--- src/rtl/drtp_pkg.sv ---
// shared types and constants for the depth record top-3 projector
// no dependencies
`default_nettype none
package drtp_pkg;
  localparam int MaxRecordsDef = 1000;
  localparam int TopRanksDef = 3;
  localparam int IdxW = 10;
  localparam int RankW = 2;

  typedef enum logic {KIND_RECORD = 1'b0, KIND_RANK = 1'b1} kind_t;

  typedef struct packed {
    logic            is_end;
    logic [63:0]     price_bits;
    logic [31:0]     volume;
    logic [15:0]     auxiliary;
  } cmd_t;

  typedef struct packed {
    kind_t           kind;
    logic [31:0]     price_single_bits;
    logic [31:0]     volume_out;
    logic [15:0]     auxiliary_out;
    logic [IdxW-1:0] record_index;
    logic [RankW-1:0] rank;
    logic            last;
  } res_t;

  function automatic logic [31:0] to_single(input logic [63:0] b);
    logic        s;
    logic [10:0] ex;
    logic [51:0] fr;
    logic [52:0] m;
    logic [12:0] e;
    logic [24:0] keep;
    logic [28:0] rem;
    logic [6:0]  sh;
    logic [52:0] kp;
    logic [52:0] msk;
    logic [52:0] rm;
    logic [52:0] hf;
    logic [31:0] r;
    s = b[63];
    ex = b[62:52];
    fr = b[51:0];
    m = {1'b1, fr};
    e = {2'b00, ex} - 13'd896;
    r = {s, 31'd0};
    if (ex == 11'h7ff) begin
      if (fr == 52'd0) r = {s, 31'h7f800000};
      else r = {s, 31'h7fc00000} | {9'd0, fr[51:29]};
    end else if (ex == 11'd0) begin
      r = {s, 31'd0};
    end else if (!e[12] && e >= 13'd255) begin
      r = {s, 31'h7f800000};
    end else if (!e[12] && e != 13'd0) begin
      keep = {1'b0, m[52:29]};
      rem = m[28:0];
      if (rem > 29'h10000000 || (rem == 29'h10000000 && keep[0])) keep = keep + 25'd1;
      if (keep[24]) begin
        keep = keep >> 1;
        e = e + 13'd1;
      end
      if (e >= 13'd255) r = {s, 31'h7f800000};
      else r = {s, e[7:0], keep[22:0]};
    end else begin
      // subnormal result: shift = 30 - e, e <= 0
      // shifts past 53 leave less than half an lsb, so the result is a signed zero
      if (ex < 11'd873) begin
        r = {s, 31'd0};
      end else begin
        sh = 7'(13'd30 - e);
        kp = m >> sh;
        msk = (53'd1 << sh) - 53'd1;
        rm = m & msk;
        hf = 53'd1 << (sh - 7'd1);
        if (rm > hf || (rm == hf && kp[0])) kp = kp + 53'd1;
        r = {s, kp[30:0]};
      end
    end
    return r;
  endfunction
endpackage
`default_nettype wire

--- src/rtl/drtp_front.sv ---
// front end: accepts beats, converts prices, keeps the running top list
// depends on drtp_pkg
`default_nettype none
module drtp_front
  import drtp_pkg::*;
#(
  parameter int MAX_RECORDS = MaxRecordsDef,
  parameter int TOP_RANKS = TopRanksDef
) (
  input  wire logic clk,
  input  wire logic rst_n,
  input  wire logic in_valid,
  output logic      in_ready,
  input  cmd_t      in_cmd,
  output logic      q_push,
  output res_t      q_data,
  input  wire logic q_room
);
  logic [IdxW-1:0]  seen_r, seen_nxt;
  logic [31:0]      vol_r [3];
  logic [IdxW-1:0]  idx_r [3];
  logic [1:0]       fill_r, fill_nxt;
  logic [31:0]      vol_nxt [3];
  logic [IdxW-1:0]  idx_nxt [3];
  logic [1:0]       rk_r, rk_nxt;     // rank being emitted during an end, 0 = none
  logic             take, full;
  logic [1:0]       pos;
  logic             ins;

  assign full = (seen_r >= IdxW'(MAX_RECORDS));
  assign in_ready = q_room && (rk_r == 2'd0);
  assign take = in_valid && in_ready;

  always_comb begin
    pos = 2'd0;
    ins = 1'b0;
    for (int i = 0; i < 3; i++) begin
      if (!ins && i < TOP_RANKS && (2'(i) >= fill_r || in_cmd.volume > vol_r[i])) begin
        ins = 1'b1;
        pos = 2'(i);
      end
    end
    if (in_cmd.volume == 32'd0) ins = 1'b0;
  end

  always_comb begin
    seen_nxt = seen_r;
    fill_nxt = fill_r;
    rk_nxt = rk_r;
    for (int i = 0; i < 3; i++) begin
      vol_nxt[i] = vol_r[i];
      idx_nxt[i] = idx_r[i];
    end
    q_push = 1'b0;
    q_data = '0;
    if (rk_r != 2'd0) begin
      if (q_room) begin
        q_push = 1'b1;
        q_data.kind = KIND_RANK;
        q_data.rank = rk_r;
        q_data.record_index = (2'(rk_r - 2'd1) < fill_r) ? idx_r[rk_r - 2'd1] : '0;
        q_data.last = (32'(rk_r) >= 32'(TOP_RANKS));
        if (q_data.last) begin
          rk_nxt = 2'd0;
          seen_nxt = '0;
          fill_nxt = '0;
          for (int i = 0; i < 3; i++) begin
            vol_nxt[i] = '0;
            idx_nxt[i] = '0;
          end
        end else begin
          rk_nxt = rk_r + 2'd1;
        end
      end
    end else if (take) begin
      if (!in_cmd.is_end) begin
        if (!full) begin
          q_push = 1'b1;
          q_data.kind = KIND_RECORD;
          q_data.price_single_bits = to_single(in_cmd.price_bits);
          q_data.volume_out = in_cmd.volume;
          q_data.auxiliary_out = in_cmd.auxiliary;
          q_data.record_index = seen_r;
          seen_nxt = seen_r + 1'b1;
          if (ins) begin
            for (int i = 2; i > 0; i--) begin
              if (2'(i) > pos) begin
                vol_nxt[i] = vol_r[i-1];
                idx_nxt[i] = idx_r[i-1];
              end
            end
            vol_nxt[pos] = in_cmd.volume;
            idx_nxt[pos] = seen_r;
            if (32'(fill_r) < 32'(TOP_RANKS)) fill_nxt = fill_r + 2'd1;
          end
        end
      end else if (seen_r == '0) begin
        fill_nxt = '0;
        for (int i = 0; i < 3; i++) begin
          vol_nxt[i] = '0;
          idx_nxt[i] = '0;
        end
      end else if (fill_r != 2'd0) begin
        // rank 1 exists: emit it now; further ranks follow through rk_r when TOP_RANKS > 1
        q_push = 1'b1;
        q_data.kind = KIND_RANK;
        q_data.rank = 2'd1;
        q_data.record_index = idx_r[0];
        q_data.last = (TOP_RANKS == 1);
        if (TOP_RANKS == 1) begin
          seen_nxt = '0;
          fill_nxt = '0;
          for (int i = 0; i < 3; i++) begin
            vol_nxt[i] = '0;
            idx_nxt[i] = '0;
          end
        end else rk_nxt = 2'd2;
      end else if (TOP_RANKS > 1) begin
        rk_nxt = 2'd2;
      end else begin
        seen_nxt = '0;
      end
    end
  end

  always_ff @(posedge clk) begin
    if (!rst_n) begin
      seen_r <= '0;
      fill_r <= '0;
      rk_r <= '0;
      for (int i = 0; i < 3; i++) begin
        vol_r[i] <= '0;
        idx_r[i] <= '0;
      end
    end else begin
      seen_r <= seen_nxt;
      fill_r <= fill_nxt;
      rk_r <= rk_nxt;
      for (int i = 0; i < 3; i++) begin
        vol_r[i] <= vol_nxt[i];
        idx_r[i] <= idx_nxt[i];
      end
    end
  end
endmodule
`default_nettype wire

--- src/rtl/drtp_queue.sv ---
// two-entry result queue between the front end and the output port
// depends on drtp_pkg
`default_nettype none
module drtp_queue
  import drtp_pkg::*;
(
  input  wire logic clk,
  input  wire logic rst_n,
  input  wire logic push,
  input  res_t      din,
  output logic      room,
  output logic      out_valid,
  input  wire logic out_ready,
  output res_t      dout
);
  res_t       mem_r [2];
  logic       wp_r, rp_r;
  logic [1:0] cnt_r;
  logic       pop;

  assign room = (cnt_r != 2'd2);
  assign out_valid = (cnt_r != 2'd0);
  assign dout = mem_r[rp_r];
  assign pop = out_valid && out_ready;

  always_ff @(posedge clk) begin
    if (push) mem_r[wp_r] <= din;
  end

  always_ff @(posedge clk) begin
    if (!rst_n) begin
      wp_r <= 1'b0;
      rp_r <= 1'b0;
      cnt_r <= 2'd0;
    end else begin
      if (push) wp_r <= ~wp_r;
      if (pop) rp_r <= ~rp_r;
      cnt_r <= cnt_r + {1'b0, push} - {1'b0, pop};
    end
  end
endmodule
`default_nettype wire

--- src/rtl/depth_record_top3_projector_top.sv ---
// channel | dir | tdata (low bit up)                                   | tuser
// in_     | in  | price_bits 64, volume 32, auxiliary 16 (112 bits)    | command
// out_    | out | price_single_bits 32, volume_out 32, auxiliary_out 16,
//         |     | record_index 10, rank 2 (96 bits)                     | kind; tlast = last
// one record per cycle while the queue has room; after an end with ranks, in_tready stays
// low while the remaining rank beats go out, set by the rank sequencer in the front end
// a two-entry queue parts front end and output; output stalls back up into in_tready
// rst_n is synchronous and clears the top list, counters and queue
`default_nettype none
module depth_record_top3_projector_top
  import drtp_pkg::*;
#(
  parameter int MAX_RECORDS = MaxRecordsDef,
  parameter int TOP_RANKS = TopRanksDef
) (
  input  wire logic         clk,
  input  wire logic         rst_n,
  input  wire logic         in_tvalid,
  output logic              in_tready,
  input  wire logic [111:0] in_tdata,   // price_bits, volume, auxiliary
  input  wire logic         in_tuser,   // command
  output logic              out_tvalid,
  input  wire logic         out_tready,
  output logic [95:0]       out_tdata, // price_single_bits, volume_out, auxiliary_out,
                                       // record_index, rank
  output logic              out_tuser,  // kind
  output logic              out_tlast   // last
);
  cmd_t cmd;
  res_t qd, qo;
  logic push, room;

  assign cmd.is_end = in_tuser;
  assign cmd.price_bits = in_tdata[63:0];
  assign cmd.volume = in_tdata[95:64];
  assign cmd.auxiliary = in_tdata[111:96];

  drtp_front #(.MAX_RECORDS(MAX_RECORDS), .TOP_RANKS(TOP_RANKS)) u_front (
    .clk, .rst_n, .in_valid(in_tvalid), .in_ready(in_tready), .in_cmd(cmd),
    .q_push(push), .q_data(qd), .q_room(room)
  );

  drtp_queue u_queue (
    .clk, .rst_n, .push, .din(qd), .room, .out_valid(out_tvalid),
    .out_ready(out_tready), .dout(qo)
  );

  assign out_tdata = {4'd0, qo.rank, qo.record_index, qo.auxiliary_out,
                      qo.volume_out, qo.price_single_bits};
  assign out_tuser = qo.kind;
  assign out_tlast = qo.last;
endmodule
`default_nettype wire

--- config.mk ---
export PLATFORM = sky130hd
export DESIGN_NAME = depth_record_top3_projector_top
export DESIGN_NICKNAME = d
export VERILOG_FILES = /design/src/rtl/drtp_pkg.sv /design/src/rtl/drtp_front.sv /design/src/rtl/drtp_queue.sv /design/src/rtl/depth_record_top3_projector_top.sv
export SDC_FILE = /design/constraint.sdc
export NUM_CORES = 1
export LEC_CHECK = 0
export BUFFER_PORTS_ARGS = -buffer_cell sky130_fd_sc_hd__buf_2
export CAP_MARGIN = 10
export CORE_AREA = 2 2 223 225
export DETAILED_ROUTE_END_ITERATION = 10
export DIE_AREA = 0 0 225 227
export PLACE_DENSITY = 0.73
export SLEW_MARGIN = 20
export SYNTH_ARGS = -nofsm -noshare
export SYNTH_HDL_FRONTEND = slang
export SYNTH_HIERARCHICAL = 1
export SYNTH_SLANG_ARGS = --single-unit
--- constraint.sdc ---
create_clock -name clk -period 7.76 [get_ports clk]
set_clock_uncertainty 0.2 [all_clocks]
set_input_delay 1.164 -clock clk [delete_from_list [all_inputs] [get_ports clk]]
set_output_delay 1.164 -clock clk [all_outputs]
set_load 0.05 [all_outputs]
=== Yosys cells after proc, flatten, opt, wreduce, memory -nomap -nowiden ===
Memory sizes are Yosys's and may differ from the RTL's. A register that Yosys moved wholly into a read port is not among the register bits.
Index checks and enable logic that the tools add are counted.
W data, S select, Z words.

* Register bits: 18
* Memory bits (writable): 314
* Input bits: 117
* Output and inout bits: 100
* Logic and storage cells: 232
* Memories: 3

* Add/sub/neg operators: 13
* $lt $le $gt $ge: 19
* Equal/unequal tests: 11
* Shift operators: 3
* Mux-type cells: 132
* Bitwise logic cells: 11
* Reductions and logical operators: 34

{| class="wikitable"
|+ Memories
! memory !! depth !! bits a word !! read ports !! clocked after memory_dff !! wr ports !! line !! text
|-
| u_queue.mem_r || 2 || 94 || 1 || 1 || 1 || drtp_queue.sv:16 || <nowiki>res_t mem_r [2];</nowiki>
|-
| u_front.vol_r || 3 || 32 || 3 || 0 || 3 || drtp_front.sv:20 || <nowiki>logic [31:0] vol_r [3];</nowiki>
|-
| u_front.idx_r || 3 || 10 || 4 || 0 || 3 || drtp_front.sv:21 || <nowiki>logic [IdxW-1:0] idx_r [3];</nowiki>
|}

{| class="wikitable"
|+ Operators with widths
! operator !! number
|-
| $mux W96 || 8
|-
| $mux W32 || 18
|-
| $mux W10 || 24
|-
| $mux W30 || 8
|-
| $mux W25 || 9
|-
| $mux W31 || 6
|-
| $mux W13 || 13
|-
| $mux W80 || 2
|-
| $shl A1 B7 Y53 const A || 2
|-
| $bwmux W96 || 1
|-
| $gt A32 B32 Y1 || 3
|-
| $mux W94 || 1
|-
| $mux W90 || 1
|-
| $demux W32 S2 || 1
|-
| $and A53 B53 Y53 || 1
|-
| $eq A53 B53 Y1 || 1
|-
| $gt A53 B53 Y1 || 1
|-
| $shr A53 B7 Y31 || 1
|-
| $sub A53 B1 Y53 const B || 1
|-
| $logic_not A52 Y1 || 1
|-
| $logic_not A32 Y1 || 1
|-
| $mux W2 || 16
|-
| $or A32 B23 Y32 || 1
|-
| $add A31 B1 Y31 const B || 1
|-
| 49 further kinds || 101
|}

=== Longest topological paths before layout ===
* Word-level depth: 31
* Depth in mapped cells: 30
* Gate-level depth less buffers: 23

=== Modules after synthesis ===
The synthesis kept the hierarchy.

{| class="wikitable"
|+ Modules (own cells, without submodules)
! module !! instances !! cells an instance !! area an instance (µm²) !! seq. area each (µm²)
|-
| drtp_front || 1 || 2582 || 19391.1 || 2802.7
|-
| drtp_queue || 1 || 315 || 7035.5 || 5745.5
|-
| depth_record_top3_projector_top || 1 || 5 || 33.8 || 0.0
|}

=== Worst setup path after synthesis ===
OpenSTA, ideal clock, no wires.

* Path kind: input port to flip-flop
* Start: input in_tuser
* End: memory u_queue/mem_r[0][0] in the netlist's numbering (enable)
* Setup time: 0.559 ns
* Arrival time: 6.577 ns
* Data required time: 7.001 ns
* Slack: 0.424 ns
* Stages: 8
* Buffers on the path: 2
* Cell sequence: nor2b_1 > nand2_1 > nor2_1 > and2_1 > clkbuf_1 > clkbuf_1 > or3_1 > nor2b_1

* Cells in the longest elaborated chain, start to end: 5

{| class="wikitable"
|+ RTL lines
! what !! line !! text
|-
| start: declaration || depth_record_top3_projector_top.sv:21 || <nowiki>input wire logic in_tuser,</nowiki>
|-
| $mux W1 || drtp_front.sv:76 || <nowiki>if (!in_cmd.is_end) begin</nowiki>
|-
| $mux W1 || drtp_front.sv:75 || <nowiki>end else if (take) begin</nowiki>
|-
| $mux W1 || drtp_front.sv:56 || <nowiki>if (rk_r != 2'd0) begin</nowiki>
|-
| via push || depth_record_top3_projector_top.sv:31 || <nowiki>logic push, room;</nowiki>
|-
| $mux W1 || drtp_queue.sv:27 || <nowiki>if (push) mem_r[wp_r] <= din;</nowiki>
|-
| $mux W1 (implied by the code) || drtp_queue.sv:27 ||
|-
| end: declaration || drtp_queue.sv:16 ||
|}

The timed path passes the listed nets, and every way through them passes these cells.

==> impl_metrics.py <==
metrics = {
    "clocking": {
        "cts-root-buf": "clkbuf_16",
        "cts_buffer_depth": 3,
        "htree_levels": 2,
        "post_cts_buffers": 0,
        "cts_resized": 0,
        "clk_pin_slew_ns": 0.06,
        "cts_sinks": 333,
        "postCtsHoldBufs": 0,
        "cts_tree": "built",
        "clock_latency_ns": 0.55,
        "cts_buffers": 35,
    },
    "floorplanning": {
        "initial_core_util": 0.545,
        "die_h_um": 227,
        "io_pins": 217,
        "dieWidth_um": 225,
        "die-area_um2": 51100,
        "rows": 81,
        "core_area_um2": 48500,
    },
    "global_routing": {
        "grt_pass1_wl_um": 153000,
        "overflow": 0,
        "grt_max_degree": 71,
        "grt_use_total": 0.394,
        "antenna_found_initial": 11,
        "grt_pass1_vias": 25100,
    },
    "sta": {
        "rsz0062_at_grt": "no",
        "slew_headroom": 0.265,
        "fmax_mhz": 133,
        "slew_viol_final": 0,
        "finalSetupViolCount": 0,
        "period_share": 0.969,
        "fin_crit_ns": 7.52,
        "hold_viol": 0,
        "worst_pin_slew_ns": 1.10,
    },
    "routing": {
        "wl_per_cell_um": 27.0,
        "drt-initial-drc-count": 3156,
        "vias_per_cell": 6.84,
        "remaining_drc_errors": 0,
        "vias": 26200,
        "ant_nets": 0,
        "first_pass_iters": 10,
        "totalWireLength_um": 104000,
    },
    "min_path": {
        "hp-class": "flip-flop to flip-flop",
    },
    "setup_path": {
        "arrival_ns": 7.58,
        "worstSetupEndpointType": "flip-flop",
        "crit_buf_inv": 3,
        "critPathTopFamily": "compound AO/OA/AOI/OAI gates",
        "worstPathMaxFanout": 12,
        "critPathLaunchType": "input pin",
        "crit_path_max_incr_delay_ns": 0.72,
        "cpMostUsedCell": "ha_1",
        "crit_slowest_cell": "a2bb2oi_1",
        "critPathKind": "input pin to flip-flop",
        "crit_chain": "buf_2, ha_1, nand3_2, xnor2_2, nor2_1, nand3_1, ha_1, buf_4, nand4_1, buf_4, or3_1, a31oi_1, ha_1, a221oi_1, o21ai_0, a221o_1, a2111oi_0, a2bb2oi_1, nand2_1, and4_1, nand3_1, xnor2_1, o22ai_1",
        "crit_required_ns": 7.82,
    },
    "power_and_ir_drop": {
        "power-per-cell-area_nw_per_um2": 291,
        "totalPowerFinal_w": 0.00887,
        "power.leakage_nw": 11.6,
        "vdd_drop_max_uv": 281,
    },
    "final_layout": {
        "area_growth_pct": 15.0,
        "drive_gt1_frac": 0.222,
        "num-fill-cells": 4178,
        "final_cells": 3836,
        "regArea_um2": 8550,
        "nets": 3475,
        "multi_input_area_um2": 16600,
    },
    "yosys": {
        "synth_cell_types": 97,
        "ys_warn_count": 6,
        "syn_area_um2": 26500,
        "synth-edff-count": 188,
        "synth_flop_cell": "edfxtp_1",
        "ys_seq_elements": 333,
        "avgSynthCellArea_um2": 9.12,
        "synth_area_leaders": "edfxtp_1, dfxtp_1, ha_1",
        "synth_commonest_cells": "nand2_1, edfxtp_1, nor2_1",
        "synth-async-reset-ratio": 0,
        "synth.most_common_cell": "nand2_1",
        "synth_top_area_cell": "edfxtp_1",
        "yosys.area.top_type_share": 0.213,
        "ys_seq_area_frac": 0.323,
        "syn_inst": 2902,
    },
    "place": {
        "hpwl_um": 78000,
        "gp_congestion": 1.09,
        "placed_cells": 3767,
        "portBuffers": 212,
    },
    "run_status": {
        "status": "finished clean",
    },
    "job": {
        "drv_cap": 0,
    },
}
## flip-flops by register name, indices dropped and copies added (netlist names), named ones only
name,cells
u_front/vol_r,96
u_queue/wp_r,1
u_front/rk_r,2
u_queue/rp_r,1
u_front/idx_r,30
u_front/seen_r,10
u_queue/cnt_r,2
u_front/fill_r,2
u_queue/mem_r,188
## worst reg2reg max path, cell delays in order, from the launching register on
cell and delay, ns:
dfxtp_1 0.38, inv_1 0.06, ha_1 0.31, nand4_1 0.15, nor4_1 0.67, o21ai_0 0.18, a21oi_1 0.40, or4_1 0.29
o31a_1 0.88, buf_4 0.47, and2_1 0.75, buf_4 0.48, a211oi_1 0.18
## cell usage in the layout (no fill, tap or decap), types with 17 or more instances in the layout
cell type / Yosys / routed
clkbuf_16: 0 / 36
nor3_1: 76 / 76
a211oi_1: 71 / 71
o211ai_1: 21 / 21
mux2i_1: 123 / 123
nor4_1: 38 / 38
a31oi_1: 25 / 25
o2bb2ai_1: 43 / 43
o31ai_1: 18 / 17
and2_1: 40 / 39
and3_1: 77 / 77
a22o_1: 46 / 46
nand3_1: 76 / 76
o21ai_0: 101 / 100
mux4_2: 20 / 20
ha_1: 174 / 173
buf_4: 22 / 232
inv_1: 125 / 125
nand4_1: 66 / 66
buf_2: 29 / 212
nor2_1: 188 / 185
a21o_1: 48 / 48
xnor2_1: 46 / 45
dfxtp_1: 145 / 144
o21a_1: 32 / 32
xor2_1: 24 / 24
a221oi_1: 17 / 17
nor2b_1: 23 / 22
edfxtp_1: 188 / 188
mux2_2: 145 / 145
a21oi_1: 159 / 158
a22oi_1: 49 / 49
or3_1: 17 / 17
nand2_1: 214 / 213
## final timing paths
| check | slack (ns) | depth (start not counted) | start | to |
|---|---|---|---|---|
| worst min-delay path | 0.26 | 1 | u_front/vol_r[0][89] | u_front/vol_r[0][89] |
| worst max register to register | 2.22 | 12 | u_front/vol_r[0][63] | u_front/idx_r[1][4] |
| worst max-delay path | 0.24 | 23 | in_tdata[52] | u_queue/mem_r[0][70] |
| worst min register to register | 0.26 | 1 | u_front/vol_r[0][89] | u_front/vol_r[0][89] |
## routing by layer
metal  global-route usage  vias up  part of all wire
li1                     -    11600                 -
met1                0.541    12700              0.41
met2                0.604     1584              0.43
met3               0.0660      314             0.098
met4                0.194        6             0.053
met5                    0        -           0.00036
## power breakdown
part | internal, W | switching (W)
registers | 0.00249 | 0.000242
clock network | 0.000967 | 0.000689
logic | 0.00139 | 0.00309
total | 0.00485 | 0.00402
## stage by stage
step	setup WS, ns	setup TNS, ns	hold slack, ns	instance area, µm²	util
2_1_floorplan	0.424	0	0.227	26500	-
3_3_place_gp	-0.0805	-0.161	0.240	29200	0.602
3_5_place_dp	-0.0581	-0.157	0.246	29200	0.602
4_1_cts	0.419	0	0.264	30400	0.625
5_1_grt	0.00928	0	0.279	30400	0.627
6_report	0.237	0	0.261	30400	0.627
## cells by family (layout without fill, tap and decap cells)
group | Yosys count | count (layout) | share of synthesized area
AO/OA/AOI/OAI | 792 | 792 | 0.211
XOR/XNOR | 77 | 77 | 0.0281
adder cells (fa/ha/maj) | 174 | 174 | 0.0823
buffers and inverters | 335 | 639 | 0.0554
flip-flops | 333 | 333 | 0.323
multiplexers | 288 | 288 | 0.125
other | 1 | 9 | 0.000142
AND/OR/NAND/NOR | 902 | 902 | 0.175
## area by class of cell
| type | instances | area share |
|---|---|---|
| diodes | 5 | 0.000411 |
| clock buffers | 47 | 0.0313 |
| clock inverters | 15 | 0.00551 |
| inverters | 128 | 0.0158 |
| multi-input cells | 2237 | 0.545 |
| flip-flops and latches | 333 | 0.281 |
| well taps | 622 | 0.0256 |
| repair buffers | 449 | 0.0959 |
No activity file was read; power rests on OpenSTA's default activity.
